<file path="src/hdl/bf3_pkg.sv">
// ----------------------------------------------------------------------------
// bf3_pkg
// Shared constants, types and helpers for the 3x3 box filter stream unit.
// ----------------------------------------------------------------------------
package bf3_pkg;

  localparam int MAX_WIDTH  = 1024;
  localparam int HEIGHT_MAX = 4096;

  localparam int PIX_W   = 8;
  localparam int COL_W   = $clog2(MAX_WIDTH);
  localparam int ROW_W   = $clog2(HEIGHT_MAX);
  localparam int WCFG_W  = 11;
  localparam int HCFG_W  = 13;
  localparam int CIDX_W  = 2;
  localparam int CDATA_W = 13;
  localparam int SUM_W   = 12;
  localparam int LINE_W  = 2 * PIX_W;

  // Register indexes
  localparam logic [CIDX_W-1:0] REG_WIDTH  = 2'd0;
  localparam logic [CIDX_W-1:0] REG_HEIGHT = 2'd1;

  localparam logic [WCFG_W-1:0] WIDTH_RESET  = 11'd640;
  localparam logic [HCFG_W-1:0] HEIGHT_RESET = 13'd480;

  // Reciprocal of nine: floor(s * 3641 / 2^15) == floor(s / 9) for s < 2304
  localparam int DIV9_MUL   = 3641;
  localparam int DIV9_SHIFT = 15;
  localparam int PROD_W     = 24;

  // Pixel headed for the window stage
  typedef struct packed {
    logic [COL_W-1:0] col;
    logic [PIX_W-1:0] pixel;
    logic             active;    // row 2 or later: results are due
    logic             col_one;   // left border column of the output row
    logic             interior;  // column 2 or later: a mean is due
    logic             last_col;
    logic             last_row;
  } scan_item_t;

  // Result word waiting in the output queue
  typedef struct packed {
    logic [SUM_W-1:0] sum;
    logic             border;
    logic             row_end;
    logic             frame_end;
  } res_word_t;

  function automatic logic [PIX_W-1:0] div9(input logic [SUM_W-1:0] s);
    logic [PROD_W-1:0] prod;
    prod = PROD_W'(s) * PROD_W'(DIV9_MUL);
    return prod[DIV9_SHIFT +: PIX_W];
  endfunction

endpackage

</file>
<file path="src/hdl/bf3_scan.sv">
// ----------------------------------------------------------------------------
// bf3_scan
// Configuration registers and raster position counters. Tags each accepted
// pixel with its column and its role in the output frame.
// ----------------------------------------------------------------------------
module bf3_scan (
  input  logic                        clk,
  input  logic                        rst,
  input  logic                        cfg_we,
  input  logic [bf3_pkg::CIDX_W-1:0]  cfg_index,
  input  logic [bf3_pkg::CDATA_W-1:0] cfg_data,
  input  logic                        take,
  input  logic [bf3_pkg::PIX_W-1:0]   pixel,
  output bf3_pkg::scan_item_t         item,
  output logic                        restart
);
  import bf3_pkg::*;

  logic [WCFG_W-1:0] image_width;
  logic [HCFG_W-1:0] image_height;
  logic [COL_W-1:0]  column_count;
  logic [ROW_W-1:0]  row_count;
  logic [WCFG_W-1:0] width_eff;
  logic [HCFG_W-1:0] height_eff;
  logic [COL_W-1:0]  col_last;
  logic [ROW_W-1:0]  row_last;
  logic              last_col;
  logic              last_row;

  assign restart = cfg_we && (cfg_index == REG_WIDTH || cfg_index == REG_HEIGHT);

  // Hold configuration registers
  always_ff @(posedge clk) begin
    if (rst) begin
      image_width  <= WIDTH_RESET;
      image_height <= HEIGHT_RESET;
    end else if (cfg_we) begin
      unique case (cfg_index)
        REG_WIDTH:  image_width  <= cfg_data[WCFG_W-1:0];
        REG_HEIGHT: image_height <= cfg_data[HCFG_W-1:0];
        default: ;
      endcase
    end
  end

  // Saturate the frame size to the supported range
  always_comb begin
    width_eff = image_width;
    if (image_width < WCFG_W'(3)) width_eff = WCFG_W'(3);
    if (image_width > WCFG_W'(MAX_WIDTH)) width_eff = WCFG_W'(MAX_WIDTH);
    height_eff = image_height;
    if (image_height < HCFG_W'(3)) height_eff = HCFG_W'(3);
    if (image_height > HCFG_W'(HEIGHT_MAX)) height_eff = HCFG_W'(HEIGHT_MAX);
  end

  assign col_last = COL_W'(width_eff - WCFG_W'(1));
  assign row_last = ROW_W'(height_eff - HCFG_W'(1));
  assign last_col = (column_count == col_last);
  assign last_row = (row_count == row_last);

  // Tag the incoming word
  always_comb begin
    item.col      = column_count;
    item.pixel    = pixel;
    item.active   = (row_count >= ROW_W'(2));
    item.col_one  = (column_count == COL_W'(1));
    item.interior = (column_count >= COL_W'(2));
    item.last_col = last_col;
    item.last_row = last_row;
  end

  // Advance the raster position, wrap at the end of a frame
  always_ff @(posedge clk) begin
    if (rst || restart) begin
      column_count <= '0;
      row_count    <= '0;
    end else if (take) begin
      if (last_col) begin
        column_count <= '0;
        row_count    <= last_row ? '0 : row_count + ROW_W'(1);
      end else begin
        column_count <= column_count + COL_W'(1);
      end
    end
  end

endmodule

</file>
<file path="config.mk">
export PLATFORM = sky130hd
export DESIGN_NAME = bf3_scan
export DESIGN_NICKNAME = d
export VERILOG_FILES = /design/src/hdl/bf3_pkg.sv /design/src/hdl/bf3_scan.sv
export SDC_FILE = /design/constraint.sdc
export NUM_CORES = 1
export LEC_CHECK = 0
export ABC_AREA = 1
export BUFFER_PORTS_ARGS = -buffer_cell sky130_fd_sc_hd__buf_2
export CAP_MARGIN = 20
export CORE_MARGIN = 2
export CORE_UTILIZATION = 45
export CTS_BUF_LIST = sky130_fd_sc_hd__clkbuf_8
export CTS_CLUSTER_DIAMETER = 40
export CTS_CLUSTER_SIZE = 8
export DETAILED_ROUTE_END_ITERATION = 8
export PLACE_DENSITY = 0.65
export SLEW_MARGIN = 5
export SYNTH_ARGS = -nofsm -noshare
export SYNTH_HDL_FRONTEND = slang
export SYNTH_SLANG_ARGS = --single-unit
</file>
<file path="constraint.sdc">
create_clock -name clk -period 4.3 [get_ports clk]
set_input_delay 1.29 -clock clk [delete_from_list [all_inputs] [get_ports clk]]
set_output_delay 1.29 -clock clk [all_outputs]
set_load 0.02 [all_outputs]
</file>
==> impl_metrics.tcl <==
set metrics [dict create \
    worst_slew_pin_slew_ns 0.6819 \
    skew_ns 0.008481 \
    required_ns 3.01 \
    gr-total-overflow 0 \
    final_hold_viol_count 0 \
    finalCriticalPeriod_ns 3.963 \
    synth.most_common_cell "nand2_1" \
    coreArea_sq_mm 0.007687 \
    clockBufferDepth 2 \
    h-tree-depth 2 \
    hpwl_mm 7.234 \
    use_met1_pct 31.03 \
    synthTopCellsByArea "dfxtp_1 26%, nand2_1 19%, nand3_1 8.6%" \
    switchingPower_w 0.0003114 \
    synth.distinct_cells 32 \
    finalCritPeriodShare_pct 92.15 \
    io_buffers 34 \
    crit_slowest_cell "dfxtp_1" \
    ys_ff_latch 46 \
    die_width_um 92.97 \
    cts_root_buffer "clkbuf_8" \
    grt_antenna_before_repair 0 \
    min_path_type "reg2reg" \
    maxCapViolCount 0 \
    final.setup.worst_slack_ns 0.3375 \
    slowest_delay_ns 0.38 \
    crit_type "reg2out" \
    ys.flop_type "dfxtp_1" \
    pwr-share-clk_pct 28.2 \
    fin_util_pct 50.00 \
    netlist_instances 595 \
    n_antenna_cell 0 \
    dieArea_sq_mm 0.008643 \
    clk_pin_slew_ns 0.09 \
    clock-sinks 46 \
    swShare_pct 33.31 \
    synth_edf_count 0 \
    routed_wl_mm 9.117 \
    grt_pass1_vias 3233 \
    nNetsFinal 652 \
    drtPass1Iterations 6 \
    finalSetupViolCount 0 \
    grt_max_degree 20 \
    slew_violations 0 \
    num_rows 32 \
    drc 0 \
    netlist_area_sq_mm 0.003562 \
    ys_top_cells_by_count "182 x nand2_1, 77 x inv_1, 70 x nor2_1, 61 x nand3_1, 46 x dfxtp_1" \
    io-pin-count 51 \
    ys_seq_area_share_pct 25.85 \
    initial_core_util_pct 46.34 \
    yosys.area.top_type "dfxtp_1" \
    grt_util_met2_pct 34.78 \
    pwr-share-seq_pct 48.5 \
    areaGrowthSynthToFinish_pct 7.903 \
    outcome "completed" \
    maxSlewHeadroom_pct 53.95 \
    cts_tree "yes" \
    grt_pass1_wl_mm 15.25 \
    vias_per_cell 5.205 \
    path_buf_inv 1 \
    p_leak_nw 1.871 \
    synth_nets 629 \
    max_freq_mhz 252.4 \
    crit_fanout 16 \
    drtAntennaViolNets 0 \
    critPathLaunchType "flop" \
    end_kind "output port" \
    wire_per_inst_um 12.64 \
    rsz0062_at_grt "no" \
    combPwrFrac_pct 23.3 \
    netlist.area_leader.share_pct 25.85 \
    gr-usage-met3_pct 3.062 \
    yosysWarnings 0 \
    cp.arrival_ns 2.67 \
    layout-drive-gt1-share_pct 11.47 \
    setup_tns_ns 0 \
    power.internal_w 0.0006234 \
    powerDensity_mw_per_mm2 243.2 \
    place.gp.congestion 0.9122 \
    clock_latency_ns 0.30 \
    synthArstFlopShare_pct 0 \
    groute.usage.overall_pct 21.70 \
    postSynthAreaPerCell_sq_um 5.987 \
    crit_family "simple AND/OR/NAND/NOR gates" \
    vias 3753 \
    cts_inserted_buffers 5 \
    dp_slack_ns 0.5187 \
    crit_chain "nor2_1, nand2_1, nor2_2, nand2_2, nand2_8, nand2_2, ha_1, xnor2_1, xor2_1, nand3_2, nor2_1, nand2_1, nor2_2, nand2_1, nor2_2, buf_4" \
    busiest_layer "met2" \
    vdd.ir_drop.worst_mv 0.1490 \
    die_h_um 92.97 \
    first_iter_violations 192 \
]
[what timing repair did]
action | CTS | global route
setup endpoints to repair | 0 | 2
gates resized for setup | 0 | 8
hold buffers | 0 | 0
setup buffers | 0 | 2
[metrics by stage]
stage               area (sq um)  power (W)  hold slack [ns]  instances
global placement            3717  0.0006726           0.4810        711
floorplan                   3562  0.0006366           0.4523        595
CTS                         3804  0.0009376           0.5025        719
global route                3844  0.0009901           0.5302        721
finish                      3844  0.0009348           0.5004        721
detailed placement          3717  0.0006755           0.4854        711
[tightest hold or removal path, stage by stage (launching register included)]
cell	delay, ns
dfxtp_1	0.34
inv_1	0.07
a21oi_1	0.05
[power by group through the flow]
| stage | clock network (W) | logic [W] | registers [W] |
|---|---|---|---|
| finish | 0.000264 | 0.000218 | 0.000454 |
| global route | 0.000286 | 0.000248 | 0.000456 |
| CTS | 0.000271 | 0.000214 | 0.000453 |
| detailed placement | 0 | 0.000213 | 0.000463 |
| global placement | 0 | 0.000211 | 0.000462 |
| floorplan | 0 | 0.000177 | 0.000459 |
[registers in the layout (all words and copies together), names as in the netlist]
signal	count
image_height	13
column_count	10
row_count	12
image_width	11
[worst paths after layout]
path	end	depth (start not counted)	start	slack (ns)
worst max-delay path	item[1]	16	image_width[4]$_SDFFE_PP0P_	0.34
worst min-delay path	image_width[3]$_SDFFE_PP0P_	2	image_width[3]$_SDFFE_PP0P_	0.50
worst max register to register	row_count[4]$_SDFFE_PP0P_	21	image_width[4]$_SDFFE_PP0P_	1.14
worst min register to register	image_width[3]$_SDFFE_PP0P_	2	image_width[3]$_SDFFE_PP0P_	0.50
[layout make-up]
cell class	instances	area, sq um
fillers	845	3844
multi-input cells	451	2221
flip-flops and latches	46	924.6
inverters	77	289.0
repair buffers	37	195.2
well taps	102	127.6
clock buffers	5	68.82
clock inverters	3	17.52
[kinds of logic (layout without fill, tap and decap cells)]
| logic type | Yosys count | in the layout | synth area share (%) |
|---|---|---|---|
| AOI/OAI and AO/OA | 56 | 56 | 8.922 |
| xor gates and xnor gates | 19 | 19 | 4.672 |
| adders and majority gates | 7 | 7 | 2.459 |
| buffers and inverters | 98 | 122 | 12.33 |
| DFF | 46 | 46 | 25.85 |
| and+or+nand+nor | 369 | 369 | 45.77 |
[per-layer routing]
metal | routed length, um | part of all wire, %
met1 | 4562 | 50
met4 | 136 | 1.5
met3 | 397 | 4.4
met5 | 0 | 0
met2 | 4021 | 44
[layout by cell type (no fill, tap or decap), types with 2 or more instances in the layout]
cell type  synthesis  final
nor2_2             7      8
and2_1             2      2
xnor2_1            2      2
nor4_1             5      5
nand3_2            3      3
o21ai_0           18     18
nand2_1          182    181
clkbuf_8           0      5
o211ai_1           5      5
o41ai_1            6      6
nand2_4            2      2
nand3_1           61     61
dfxtp_2            0      3
buf_4             11      4
buf_2              3     33
nand3b_1           4      4
dfxtp_1           46     43
nor3_1             8      8
a21oi_1           22     22
nand2_2            7      7
o21ai_1            4      4
ha_1               7      7
nand4_1           14     14
xor2_1            17     17
inv_1             77     78
nor2_1            70     69
Power figures use the tool's default switching activity.
