`src/hdl/bf3_pkg.sv`:
```
// ----------------------------------------------------------------------------
// bf3_pkg
// Shared constants, types and helpers for the 3x3 box filter stream unit.
// ----------------------------------------------------------------------------
package bf3_pkg;

  localparam int MAX_WIDTH  = 1024;
  localparam int HEIGHT_MAX = 4096;

  localparam int PIX_W   = 8;
  localparam int COL_W   = $clog2(MAX_WIDTH);
  localparam int ROW_W   = $clog2(HEIGHT_MAX);
  localparam int WCFG_W  = 11;
  localparam int HCFG_W  = 13;
  localparam int CIDX_W  = 2;
  localparam int CDATA_W = 13;
  localparam int SUM_W   = 12;
  localparam int LINE_W  = 2 * PIX_W;

  // Register indexes
  localparam logic [CIDX_W-1:0] REG_WIDTH  = 2'd0;
  localparam logic [CIDX_W-1:0] REG_HEIGHT = 2'd1;

  localparam logic [WCFG_W-1:0] WIDTH_RESET  = 11'd640;
  localparam logic [HCFG_W-1:0] HEIGHT_RESET = 13'd480;

  // Reciprocal of nine: floor(s * 3641 / 2^15) == floor(s / 9) for s < 2304
  localparam int DIV9_MUL   = 3641;
  localparam int DIV9_SHIFT = 15;
  localparam int PROD_W     = 24;

  // Pixel headed for the window stage
  typedef struct packed {
    logic [COL_W-1:0] col;
    logic [PIX_W-1:0] pixel;
    logic             active;    // row 2 or later: results are due
    logic             col_one;   // left border column of the output row
    logic             interior;  // column 2 or later: a mean is due
    logic             last_col;
    logic             last_row;
  } scan_item_t;

  // Result word waiting in the output queue
  typedef struct packed {
    logic [SUM_W-1:0] sum;
    logic             border;
    logic             row_end;
    logic             frame_end;
  } res_word_t;

  function automatic logic [PIX_W-1:0] div9(input logic [SUM_W-1:0] s);
    logic [PROD_W-1:0] prod;
    prod = PROD_W'(s) * PROD_W'(DIV9_MUL);
    return prod[DIV9_SHIFT +: PIX_W];
  endfunction

endpackage

```
`src/hdl/bf3_out_if.sv`:
```
// ----------------------------------------------------------------------------
// bf3_out_if
// Output result channel: filtered pixel with row and frame end marks.
// ----------------------------------------------------------------------------
interface bf3_out_if;
  logic                       valid;
  logic                       ready;
  logic [bf3_pkg::PIX_W-1:0]  pixel_out;
  logic                       row_end;
  logic                       frame_end;

  modport source (output valid, output pixel_out, output row_end, output frame_end,
                  input ready);
  modport sink   (input valid, input pixel_out, input row_end, input frame_end,
                  output ready);
endinterface

```
`src/hdl/bf3_out_queue.sv`:
```
// ----------------------------------------------------------------------------
// bf3_out_queue
// Four-word result queue in front of the output channel. Accepts up to two
// words per cycle, scales the head sum by one ninth, or zero for a border.
// ----------------------------------------------------------------------------
module bf3_out_queue (
  input  logic                clk,
  input  logic                rst,
  input  logic [1:0]          push_count,
  input  bf3_pkg::res_word_t  word0,
  input  bf3_pkg::res_word_t  word1,
  output logic                push_room,
  bf3_out_if.source           results
);
  import bf3_pkg::*;

  localparam int QDEPTH = 4;
  localparam int QPTR_W = $clog2(QDEPTH);

  res_word_t          queue [QDEPTH];
  logic [QPTR_W-1:0]  head;
  logic [QPTR_W-1:0]  tail;
  logic [QPTR_W:0]    count;
  logic               pop;
  res_word_t          head_word;

  assign pop       = results.valid && results.ready;
  assign push_room = (count <= (QPTR_W+1)'(QDEPTH - 2));

  // Store pushed words at the tail
  always_ff @(posedge clk) begin
    if (push_count != 2'd0) begin
      queue[tail] <= word0;
    end
    if (push_count == 2'd2) begin
      queue[tail + QPTR_W'(1)] <= word1;
    end
  end

  // Advance pointers and fill count
  always_ff @(posedge clk) begin
    if (rst) begin
      head  <= '0;
      tail  <= '0;
      count <= '0;
    end else begin
      tail  <= tail + QPTR_W'(push_count);
      if (pop) head <= head + QPTR_W'(1);
      count <= count + (QPTR_W+1)'(push_count) - (QPTR_W+1)'(pop);
    end
  end

  // Drive the head word
  assign head_word         = queue[head];
  assign results.valid     = (count != '0);
  assign results.pixel_out = head_word.border ? '0 : div9(head_word.sum);
  assign results.row_end   = head_word.row_end;
  assign results.frame_end = head_word.frame_end;

endmodule

```
`src/flat_wrapper.sv`:
```
// flat-port wrapper written by rule: the top's interface ports become plain ports
module bf3_out_queue_flat import bf3_pkg::*;
  (clk, rst, push_count, word0, word1, push_room, results_valid, results_pixel_out, results_row_end, results_frame_end, results_ready);
  bf3_out_if results_i ();
  input  logic clk;
  input  logic rst;
  input  logic [1:0] push_count;
  input  bf3_pkg::res_word_t word0;
  input  bf3_pkg::res_word_t word1;
  output logic push_room;
  output wire logic [$bits(results_i.valid)-1:0] results_valid;
  output wire logic [$bits(results_i.pixel_out)-1:0] results_pixel_out;
  output wire logic [$bits(results_i.row_end)-1:0] results_row_end;
  output wire logic [$bits(results_i.frame_end)-1:0] results_frame_end;
  input wire logic [$bits(results_i.ready)-1:0] results_ready;
  assign results_valid = results_i.valid;
  assign results_pixel_out = results_i.pixel_out;
  assign results_row_end = results_i.row_end;
  assign results_frame_end = results_i.frame_end;
  assign results_i.ready = results_ready;
  bf3_out_queue u_core (.clk(clk), .rst(rst), .push_count(push_count), .word0(word0), .word1(word1), .push_room(push_room), .results(results_i));
endmodule
```
`config.mk`:
```
export PLATFORM = sky130hd
export DESIGN_NAME = bf3_out_queue_flat
export DESIGN_NICKNAME = d
export VERILOG_FILES = /design/src/hdl/bf3_pkg.sv /design/src/hdl/bf3_out_if.sv /design/src/hdl/bf3_out_queue.sv /design/src/flat_wrapper.sv
export SDC_FILE = /design/constraint.sdc
export NUM_CORES = 1
export LEC_CHECK = 0
export BUFFER_PORTS_ARGS = -buffer_cell sky130_fd_sc_hd__buf_2
export CORE_ASPECT_RATIO = 1.5
export CORE_MARGIN = 4
export CORE_UTILIZATION = 40
export CTS_CLUSTER_DIAMETER = 60
export DETAILED_ROUTE_END_ITERATION = 12
export PLACE_DENSITY = 0.53
export SETUP_SLACK_MARGIN = 0.05
export SYNTH_ARGS = -nofsm -noshare
export SYNTH_HDL_FRONTEND = slang
export SYNTH_SLANG_ARGS = --single-unit
```
`constraint.sdc`:
```
create_clock -name clk -period 7.49 [get_ports clk]
set_input_delay 0.749 -clock clk [delete_from_list [all_inputs] [get_ports clk]]
set_output_delay 0.749 -clock clk [all_outputs]
set_load 0.1 [all_outputs]
```
==> qor.json, run 1 <==
{
  "sta": {
    "hold_viol_final": 0,
    "fin_setup_tns_ns": 0,
    "final.min_clock_period_ns": 6.98,
    "grt_setup_unrepaired": "no",
    "maxSlewViolCount": 0,
    "finClkSkew_ns": 0.00467,
    "rel_slew_slack_pct": 35.7,
    "min_period_over_period_pct": 93.2,
    "worstMarginPinSlew_ns": 0.963,
    "clock.fmax_ghz": 0.143,
    "finalSetupViolCount": 0
  },
  "route": {
    "avgRoutedWirePerCell_um": 18.0,
    "drt_wl_total_mm": 12.7,
    "detail-route-antenna-nets": 0,
    "route.detailed.vias_per_inst": 5.24,
    "drc": 0,
    "drt_iter0_markers": 129,
    "drt_first_pass_iters": 5,
    "vias": 3692
  },
  "placed_design": {
    "globalplace.congestion": 0.868,
    "detailed_place.area_sq_um": 6170,
    "hpwl_mm": 9.97,
    "portBuffers": 46
  },
  "clock_tree": {
    "cts_max_level": 3,
    "clk_path_buf_depth": 2,
    "clk_transition_reported_paths_ns": 0.05,
    "clock_insertion_delay_worst_skew_ns": 0.33,
    "clock-sinks": 69,
    "clk_root_buffer_cell": "sky130_fd_sc_hd__clkbuf_16",
    "tritoncts_buffer_count": 9,
    "postCtsSetupBuffers": 0,
    "postCtsResizedCells": 0,
    "tritoncts": "built",
    "postCtsHoldBufs": 0
  },
  "critical_path": {
    "reg2reg_setup_slack_ns": 5.18,
    "critical_path.endpoint_type": "output port",
    "critical_path.max_fanout": 14,
    "required_ns": 6.74,
    "startpoint_type": "register",
    "criticalPathCategory": "register to output port",
    "timing.critical_path.arrival_ns": 6.23
  },
  "grt": {
    "grt_start_max_net_pins": 18,
    "global_route.usage.total_pct": 16.6,
    "grt_pass1_wl_mm": 20.7,
    "gr-total-overflow": 0,
    "grt_pass1_vias": 4049,
    "initial_antenna_violation_count": 0
  },
  "logic_synthesis": {
    "avgSynthCellArea_sq_um": 12.4,
    "post_synth_instance_area_sq_um": 5680,
    "yosysWarnings": 0,
    "ys_types": 49,
    "postSynthCellCount": 457,
    "syn-num-nets": 592,
    "synth_enable_flop_cells": 60,
    "synthFlopType": "sky130_fd_sc_hd__edfxtp_1",
    "ys_seq_area_share_pct": 34.9,
    "post_synthesis_async_set_or_reset_flop_share_pct": 0,
    "yosys_register_bits": 69
  },
  "floorplan": {
    "floorplan.die.width_um": 105,
    "die_h_um": 154,
    "top_level_i_o_count": 47,
    "floorplan.core_area_sq_um": 14000,
    "die_area_sq_um": 16200,
    "row_count": 53,
    "initial_utilization_pct": 40.6
  },
  "cells_and_area": {
    "fin_nets": 643,
    "finish.instance_area_sq_um": 6430,
    "commonest_cells_after_routing_fill_and_taps_aside": "sky130_fd_sc_hd__ha_1, sky130_fd_sc_hd__mux2_2, sky130_fd_sc_hd__edfxtp_1, sky130_fd_sc_hd__inv_1, sky130_fd_sc_hd__buf_2",
    "antennaDiodeCount": 0,
    "mostFrequentLayoutCell": "sky130_fd_sc_hd__ha_1",
    "syn2layout_area_growth_pct": 13.3,
    "post_route_cells_drive_above_1_share_pct": 29.0,
    "fin_util_pct": 46.0
  },
  "flow_run": {
    "drv.max_cap_violation_count": 0
  },
  "status": {
    "status": "finished clean"
  },
  "min_path": {
    "holdCritPathClass": "register to register"
  }
}
-- sequential cells by signal (all words and copies together), names as in the netlist, named ones only --
signal        cells
u_core.head       2
u_core.count      3
u_core.tail       2
u_core.queue     60
-- Yosys cell counts (all sizes together), types with 4 or more instances --
library cell | number | area share [%]
ha | 70 | 15
mux2 | 65 | 13
edfxtp | 60 | 32
inv | 58 | 3.8
fa | 30 | 11
a21oi | 18 | 1.6
nor2 | 18 | 1.2
mux4 | 15 | 6.0
nand2 | 12 | 0.79
dfxtp | 9 | 3.2
nor2b | 9 | 0.99
clkbuf | 8 | 0.53
o21ai | 8 | 0.71
xnor2 | 6 | 0.93
and2 | 5 | 0.55
o211ai | 5 | 0.66
a21o | 4 | 0.53
a31oi | 4 | 0.44
buf | 4 | 0.46
nand4 | 4 | 0.44
nor3 | 4 | 0.35
o21a | 4 | 0.53
xor2 | 4 | 0.62
-- cell type report --
cell class / instances / area, sq um
Clock buffer: 14 / 254
Clock inverter: 2 / 10.0
Fill cell: 1319 / 7560
Inverter: 58 / 218
Multi-Input combinational cell: 318 / 3450
Sequential cell: 69 / 1980
Tap cell: 192 / 240
Timing Repair Buffer: 52 / 275
-- per-layer routing --
metal / wire length (um) / part of all wire (%) / vias up / global-route usage [%]
met3: 342 / 2.7 / 32 / 2.27
li1: - / - / 1777 / -
met4: 553 / 4.4 / 0 / 7.94
met5: 0 / 0 / - / 0
met2: 7040 / 55 / 84 / 31.1
met1: 4760 / 37 / 1799 / 18.1
-- per-stage QoR --
step	hold slack, ns	worst slack [ns]	cells
after floorplan	0.485	0.720	457
after detailed placement	0.526	0.805	689
final	0.537	0.511	705
after CTS	0.540	0.440	705
after global routing	0.569	0.160	705
after global placement	0.519	0.927	689
-- critical path, cell delays in order, from the launching register on --
cell and delay [ns]:
sky130_fd_sc_hd__dfxtp_1 0.36, sky130_fd_sc_hd__buf_4 0.31, sky130_fd_sc_hd__mux4_2 0.62, sky130_fd_sc_hd__fa_1 0.50, sky130_fd_sc_hd__ha_1 0.36, sky130_fd_sc_hd__ha_1 0.35, sky130_fd_sc_hd__fa_1 0.54, sky130_fd_sc_hd__inv_1 0.05
sky130_fd_sc_hd__fa_1 0.53, sky130_fd_sc_hd__inv_1 0.04, sky130_fd_sc_hd__ha_1 0.34, sky130_fd_sc_hd__a211oi_1 0.29, sky130_fd_sc_hd__or3b_2 0.48, sky130_fd_sc_hd__and2_1 0.22, sky130_fd_sc_hd__a41oi_2 0.24, sky130_fd_sc_hd__mux2_1 0.34
sky130_fd_sc_hd__buf_2 0.29
-- worst paths after layout --
kind,startpoint,cells after the start,endpoint
max,register,16,results_pixel_out[1]
min,u_core.head[0],2,register
max reg2reg,u_core.count[0],10,u_core.count[2]
min reg2reg,u_core.head[0],2,register
-- cell families (layout without fill, tap and decap cells) --
| logic type | Yosys count | after routing | synth area share [%] |
|---|---|---|---|
| muxes | 82 | 82 | 19.2 |
| AOI/OAI and AO/OA | 58 | 58 | 6.83 |
| adders and majority gates | 100 | 100 | 26.0 |
| xor gates and xnor gates | 11 | 11 | 1.94 |
| DFF | 69 | 69 | 34.9 |
| and+or+nand+nor | 67 | 67 | 6.28 |
| buffers and inverters | 70 | 126 | 4.83 |
Power of run 1 is not shown: default switching activity piles up to over one toggle a cycle in this logic, so the estimate is an artifact.
==> inputs of run 2 (changes only) <==
Settings changed: CELL_PAD_IN_SITES_DETAIL_PLACEMENT set to 1, CELL_PAD_IN_SITES_GLOBAL_PLACEMENT set to 2, PLACE_DENSITY 0.53 to 0.73.
==> run 2 against run 1 <==
  * Non-clock buffer count is the same
  * Final cell count stayed put
  * Global-route usage rose by 2.2 points
  * Worst setup slack gained 0.082 ns
  * Utilization is 0.40 points higher
  * First-iteration DRC count down 40%
  * Sequential cell count unchanged
  * Clock skew grew 0.0017 ns
  * Routed wire length is 11% higher
  * Hold slack improved by 0.043 ns
  * Sequential share of layout area shrank 0.27 points
  * Critical endpoint unchanged
  * Largest cell class unchanged
==> qor.json, run 2 (same netlist as run 1, synthesis figures left out) <==
{
  "status": {
    "status": "finished clean"
  },
  "sta": {
    "finalSetupViolCount": 0,
    "clock.fmax_ghz": 0.145,
    "worstMarginPinSlew_ns": 0.955,
    "min_period_over_period_pct": 92.1,
    "finClkSkew_ns": 0.00634,
    "hold_viol_final": 0,
    "grt_setup_unrepaired": "no",
    "fin_setup_tns_ns": 0,
    "maxSlewViolCount": 0,
    "rel_slew_slack_pct": 36.2,
    "final.min_clock_period_ns": 6.90
  },
  "clock_tree": {
    "cts_max_level": 3,
    "clk_transition_reported_paths_ns": 0.06,
    "clk_path_buf_depth": 2,
    "tritoncts_buffer_count": 9,
    "postCtsResizedCells": 0,
    "clock-sinks": 69,
    "postCtsHoldBufs": 0,
    "clk_root_buffer_cell": "sky130_fd_sc_hd__clkbuf_16",
    "clock_insertion_delay_worst_skew_ns": 0.33,
    "postCtsSetupBuffers": 0,
    "tritoncts": "built"
  },
  "route": {
    "drt_iter0_markers": 78,
    "drt_wl_total_mm": 14.1,
    "route.detailed.vias_per_inst": 5.34,
    "vias": 3765,
    "drc": 0,
    "drt_first_pass_iters": 4,
    "avgRoutedWirePerCell_um": 20.0,
    "detail-route-antenna-nets": 0
  },
  "cells_and_area": {
    "antennaDiodeCount": 0,
    "mostFrequentLayoutCell": "sky130_fd_sc_hd__ha_1",
    "fin_util_pct": 46.4,
    "largest_register_ff_count": 60,
    "commonest_cells_after_routing_fill_and_taps_aside": "sky130_fd_sc_hd__ha_1, sky130_fd_sc_hd__mux2_2, sky130_fd_sc_hd__edfxtp_1, sky130_fd_sc_hd__inv_1, sky130_fd_sc_hd__buf_2",
    "largest-register": "u_core.queue",
    "biggestRegsByFlops": "u_core.queue (60), u_core.count (3)",
    "finished_layout_cells": 705,
    "fin_nets": 643,
    "syn2layout_area_growth_pct": 14.3,
    "post_route_cells_drive_above_1_share_pct": 29.6
  },
  "floorplan": {
    "initial_utilization_pct": 40.6,
    "floorplan.die.width_um": 105,
    "floorplan.core_area_sq_um": 14000,
    "die_h_um": 154,
    "top_level_i_o_count": 47,
    "die_area_sq_um": 16200,
    "row_count": 53
  },
  "grt": {
    "gr-total-overflow": 0,
    "grt_pass1_vias": 4469,
    "grt_start_max_net_pins": 18,
    "grt_pass1_wl_mm": 23.4,
    "global_route.usage.total_pct": 18.7,
    "initial_antenna_violation_count": 0
  },
  "critical_path": {
    "critical_path.endpoint_type": "output port",
    "required_ns": 6.74,
    "cell_chain_of_the_critical_path": "buf_4 > mux4_2 > fa_1 > ha_1 > ha_1 > fa_1 > inv_1 > fa_1 > inv_1 > ha_1 > a211oi_1 > or3b_2 > and2_1 > a41oi_2 > mux2_1 > buf_2",
    "timing.critical_path.arrival_ns": 6.15,
    "criticalPathCategory": "register to output port",
    "startpoint_type": "register",
    "reg2reg_setup_slack_ns": 5.19,
    "cpMaxStageDelayCell": "sky130_fd_sc_hd__mux4_2",
    "critical-path-max-stage-delay_ns": 0.64,
    "critPathBufInv": 4,
    "critical_path.max_fanout": 15,
    "rr_startpoint": "u_core.count[0]",
    "crit_family": "adder cells"
  },
  "flow_run": {
    "drv.max_cap_violation_count": 0
  },
  "placed_design": {
    "hpwl_mm": 11.4,
    "portBuffers": 46,
    "globalplace.congestion": 0.851,
    "placedCellCount": 689
  },
  "min_path": {
    "hp_start": "u_core.head[1]",
    "holdCritPathClass": "register to register"
  }
}
-- run 2: cell count changes in the layout (fill, tap and decap cells not counted) --
cell / before / now
sky130_fd_sc_hd__clkbuf_1: 4 / 1
sky130_fd_sc_hd__nor3_2: 1 / 2
sky130_fd_sc_hd__bufinv_16: 0 / 2
sky130_fd_sc_hd__nor3_4: 1 / 0
sky130_fd_sc_hd__clkbuf_8: 1 / 2
-- run 2: area by class of cell --
cell class,count,area [sq um]
Fill cell,1485,7500
Sequential cell,69,1980
Inverter,58,218
Multi-Input combinational cell,318,3450
Timing Repair Buffer,52,275
Clock buffer,12,256
Tap cell,192,240
Clock inverter,4,70.1
-- run 2: layer usage --
metal,global-route usage [%],vias to the layer above,part of all wire [%]
met3,2.10,34,2.1
met4,10.1,0,4.7
met1,18.1,1874,35
li1,-,1785,-
met5,0,-,0
met2,37.5,72,58
-- run 2: per-stage QoR --
step | instance area, sq um | hold slack [ns] | setup slack [ns]
floorplan | 5680 | 0.485 | 0.720
global placement | 6160 | 0.531 | 1.01
detailed placement | 6160 | 0.572 | 0.917
CTS | 6490 | 0.585 | 0.538
global route | 6490 | 0.619 | 0.319
finish | 6490 | 0.580 | 0.593
-- run 2: path summary, 6_finish.rpt --
path,to,depth (start not counted)
worst max-delay path,results_pixel_out[1],16
worst max register to register,u_core.count[2],10
worst min register to register,u_core.head[1],2
worst min-delay path,u_core.head[1],2
-- run 2: worst min-delay path, stage by stage (launching register included) --
cell and delay, ns:
sky130_fd_sc_hd__dfxtp_1 0.30, sky130_fd_sc_hd__xor2_1 0.14, sky130_fd_sc_hd__nor2_1 0.08
Power of run 2 is left out for the same reason.
==> inputs of run 3 (changes only) <==
Settings changed: REMOVE_ABC_BUFFERS set to 1.
==> run 3 against run 2 <==
  * Die area stayed put
  * Clock skew is 0.00097 ns lower
  * Critical path depth is 2 higher
  * Critical path type unchanged
  * Maximum frequency is 2.1% lower
  * Worst setup slack worse by 0.15 ns
  * Non-clock buffer count is 2 lower
  * Count of clock-buffer cells in the layout is 2 lower
==> qor.json, run 3 (same netlist as run 1, synthesis figures left out) <==
{
  "route": {
    "vias": 3756,
    "detail-route-antenna-nets": 0,
    "avgRoutedWirePerCell_um": 19.6,
    "drt_first_pass_iters": 4,
    "drc": 0,
    "drt_wl_total_mm": 13.8,
    "route.detailed.vias_per_inst": 5.34,
    "drt_iter0_markers": 72
  },
  "cells_and_area": {
    "commonest_cells_after_routing_fill_and_taps_aside": "sky130_fd_sc_hd__ha_1, sky130_fd_sc_hd__mux2_2, sky130_fd_sc_hd__edfxtp_1, sky130_fd_sc_hd__inv_1, sky130_fd_sc_hd__buf_2",
    "finished_layout_cells": 703,
    "largest_register_ff_count": 60,
    "syn2layout_area_growth_pct": 14.8,
    "biggestRegsByFlops": "u_core.queue (60), u_core.count (3)",
    "post_route_cells_drive_above_1_share_pct": 29.4,
    "antennaDiodeCount": 0,
    "mostFrequentLayoutCell": "sky130_fd_sc_hd__ha_1",
    "fin_nets": 641,
    "largest-register": "u_core.queue"
  },
  "clock_tree": {
    "postCtsResizedCells": 0,
    "tritoncts": "built",
    "tritoncts_buffer_count": 9,
    "cts_max_level": 3,
    "postCtsSetupBuffers": 0,
    "clock_insertion_delay_worst_skew_ns": 0.33,
    "clock-sinks": 69,
    "clk_transition_reported_paths_ns": 0.06,
    "clk_path_buf_depth": 2,
    "clk_root_buffer_cell": "sky130_fd_sc_hd__clkbuf_16",
    "postCtsHoldBufs": 0
  },
  "status": {
    "status": "finished clean"
  },
  "sta": {
    "finalSetupViolCount": 0,
    "finClkSkew_ns": 0.00537,
    "rel_slew_slack_pct": 30.8,
    "maxSlewViolCount": 0,
    "grt_setup_unrepaired": "no",
    "final.min_clock_period_ns": 7.05,
    "hold_viol_final": 0,
    "worstMarginPinSlew_ns": 1.04,
    "clock.fmax_ghz": 0.142,
    "min_period_over_period_pct": 94.1
  },
  "grt": {
    "global_route.usage.total_pct": 17.9,
    "initial_antenna_violation_count": 0,
    "grt_start_max_net_pins": 18,
    "grt_pass1_wl_mm": 22.4,
    "gr-total-overflow": 0,
    "grt_pass1_vias": 4346
  },
  "placed_design": {
    "globalplace.congestion": 0.834,
    "placedCellCount": 687,
    "portBuffers": 46,
    "hpwl_mm": 11.0
  },
  "critical_path": {
    "startpoint_type": "register",
    "criticalPathCategory": "register to output port",
    "critical_path.max_fanout": 12,
    "required_ns": 6.74,
    "timing.critical_path.arrival_ns": 6.30,
    "critical_path.endpoint_type": "output port"
  },
  "floorplan": {
    "die_h_um": 154,
    "die_area_sq_um": 16200,
    "top_level_i_o_count": 47,
    "floorplan.core_area_sq_um": 14000,
    "floorplan.die.width_um": 105,
    "row_count": 53,
    "initial_utilization_pct": 40.6
  },
  "flow_run": {
    "drv.max_cap_violation_count": 0
  },
  "min_path": {
    "holdCritPathClass": "register to register"
  }
}
[run 3: cell types whose count changed in the layout (fill, tap and decap cells not counted), sizes merged]
cell    before  now
buf         52   50
clkinv       2    1
clkbuf      12   10
bufinv       2    4
inv         58   59
[run 3: layer usage]
layer	track usage, %	part of all wire [%]
met1	19.2	38
met4	6.75	2.7
met2	34.7	57
met3	2.48	2.1
met5	0	0
[run 3: final cells by class]
cell class,instances,area [sq um]
Timing Repair Buffer,50,260
Clock buffer,10,229
Multi-Input combinational cell,318,3450
Sequential cell,69,1980
Inverter,58,218
Tap cell,192,240
Clock inverter,6,134
Fill cell,1504,7470
[run 3: final timing paths]
path                               end  cells past startpoint  slack (ns)           start
hold / removal                register                      2        0.55  u_core.head[1]
setup / recovery  results_pixel_out[7]                     18        0.44        register
setup reg to reg    u_core.queue[0][0]                      3        5.09  u_core.tail[0]
hold reg to reg               register                      2        0.55  u_core.head[1]
[run 3: per-stage QoR]
step           util, %  setup TNS [ns]  hold WS [ns]  setup WS (ns)  cell area (sq um)
2_1_floorplan        -          -0.239         0.485         -0.239               5620
3_3_place_gp      43.9               0         0.508          0.606               6150
3_5_place_dp      43.9               0         0.534          0.516               6150
4_1_cts           46.5               0         0.551          0.144               6510
5_1_grt           46.6               0         0.580         0.0752               6520
6_report          46.6               0         0.546          0.444               6520
[run 3: worst max-delay path, stage by stage (launching register included)]
cell                        delay (ns)
sky130_fd_sc_hd__dfxtp_1          0.44
sky130_fd_sc_hd__buf_4            0.33
sky130_fd_sc_hd__mux4_2           0.66
sky130_fd_sc_hd__inv_1            0.20
sky130_fd_sc_hd__fa_1             0.42
sky130_fd_sc_hd__inv_1            0.07
sky130_fd_sc_hd__ha_1             0.15
sky130_fd_sc_hd__inv_1            0.07
sky130_fd_sc_hd__fa_1             0.53
sky130_fd_sc_hd__inv_1            0.05
sky130_fd_sc_hd__fa_1             0.47
sky130_fd_sc_hd__ha_1             0.31
sky130_fd_sc_hd__ha_1             0.42
sky130_fd_sc_hd__and4_1           0.29
sky130_fd_sc_hd__a211o_1          0.31
sky130_fd_sc_hd__a2111oi_0        0.55
sky130_fd_sc_hd__a31oi_1          0.09
sky130_fd_sc_hd__o211ai_1         0.12
sky130_fd_sc_hd__buf_2            0.45
Power of run 3 is left out for the same reason.
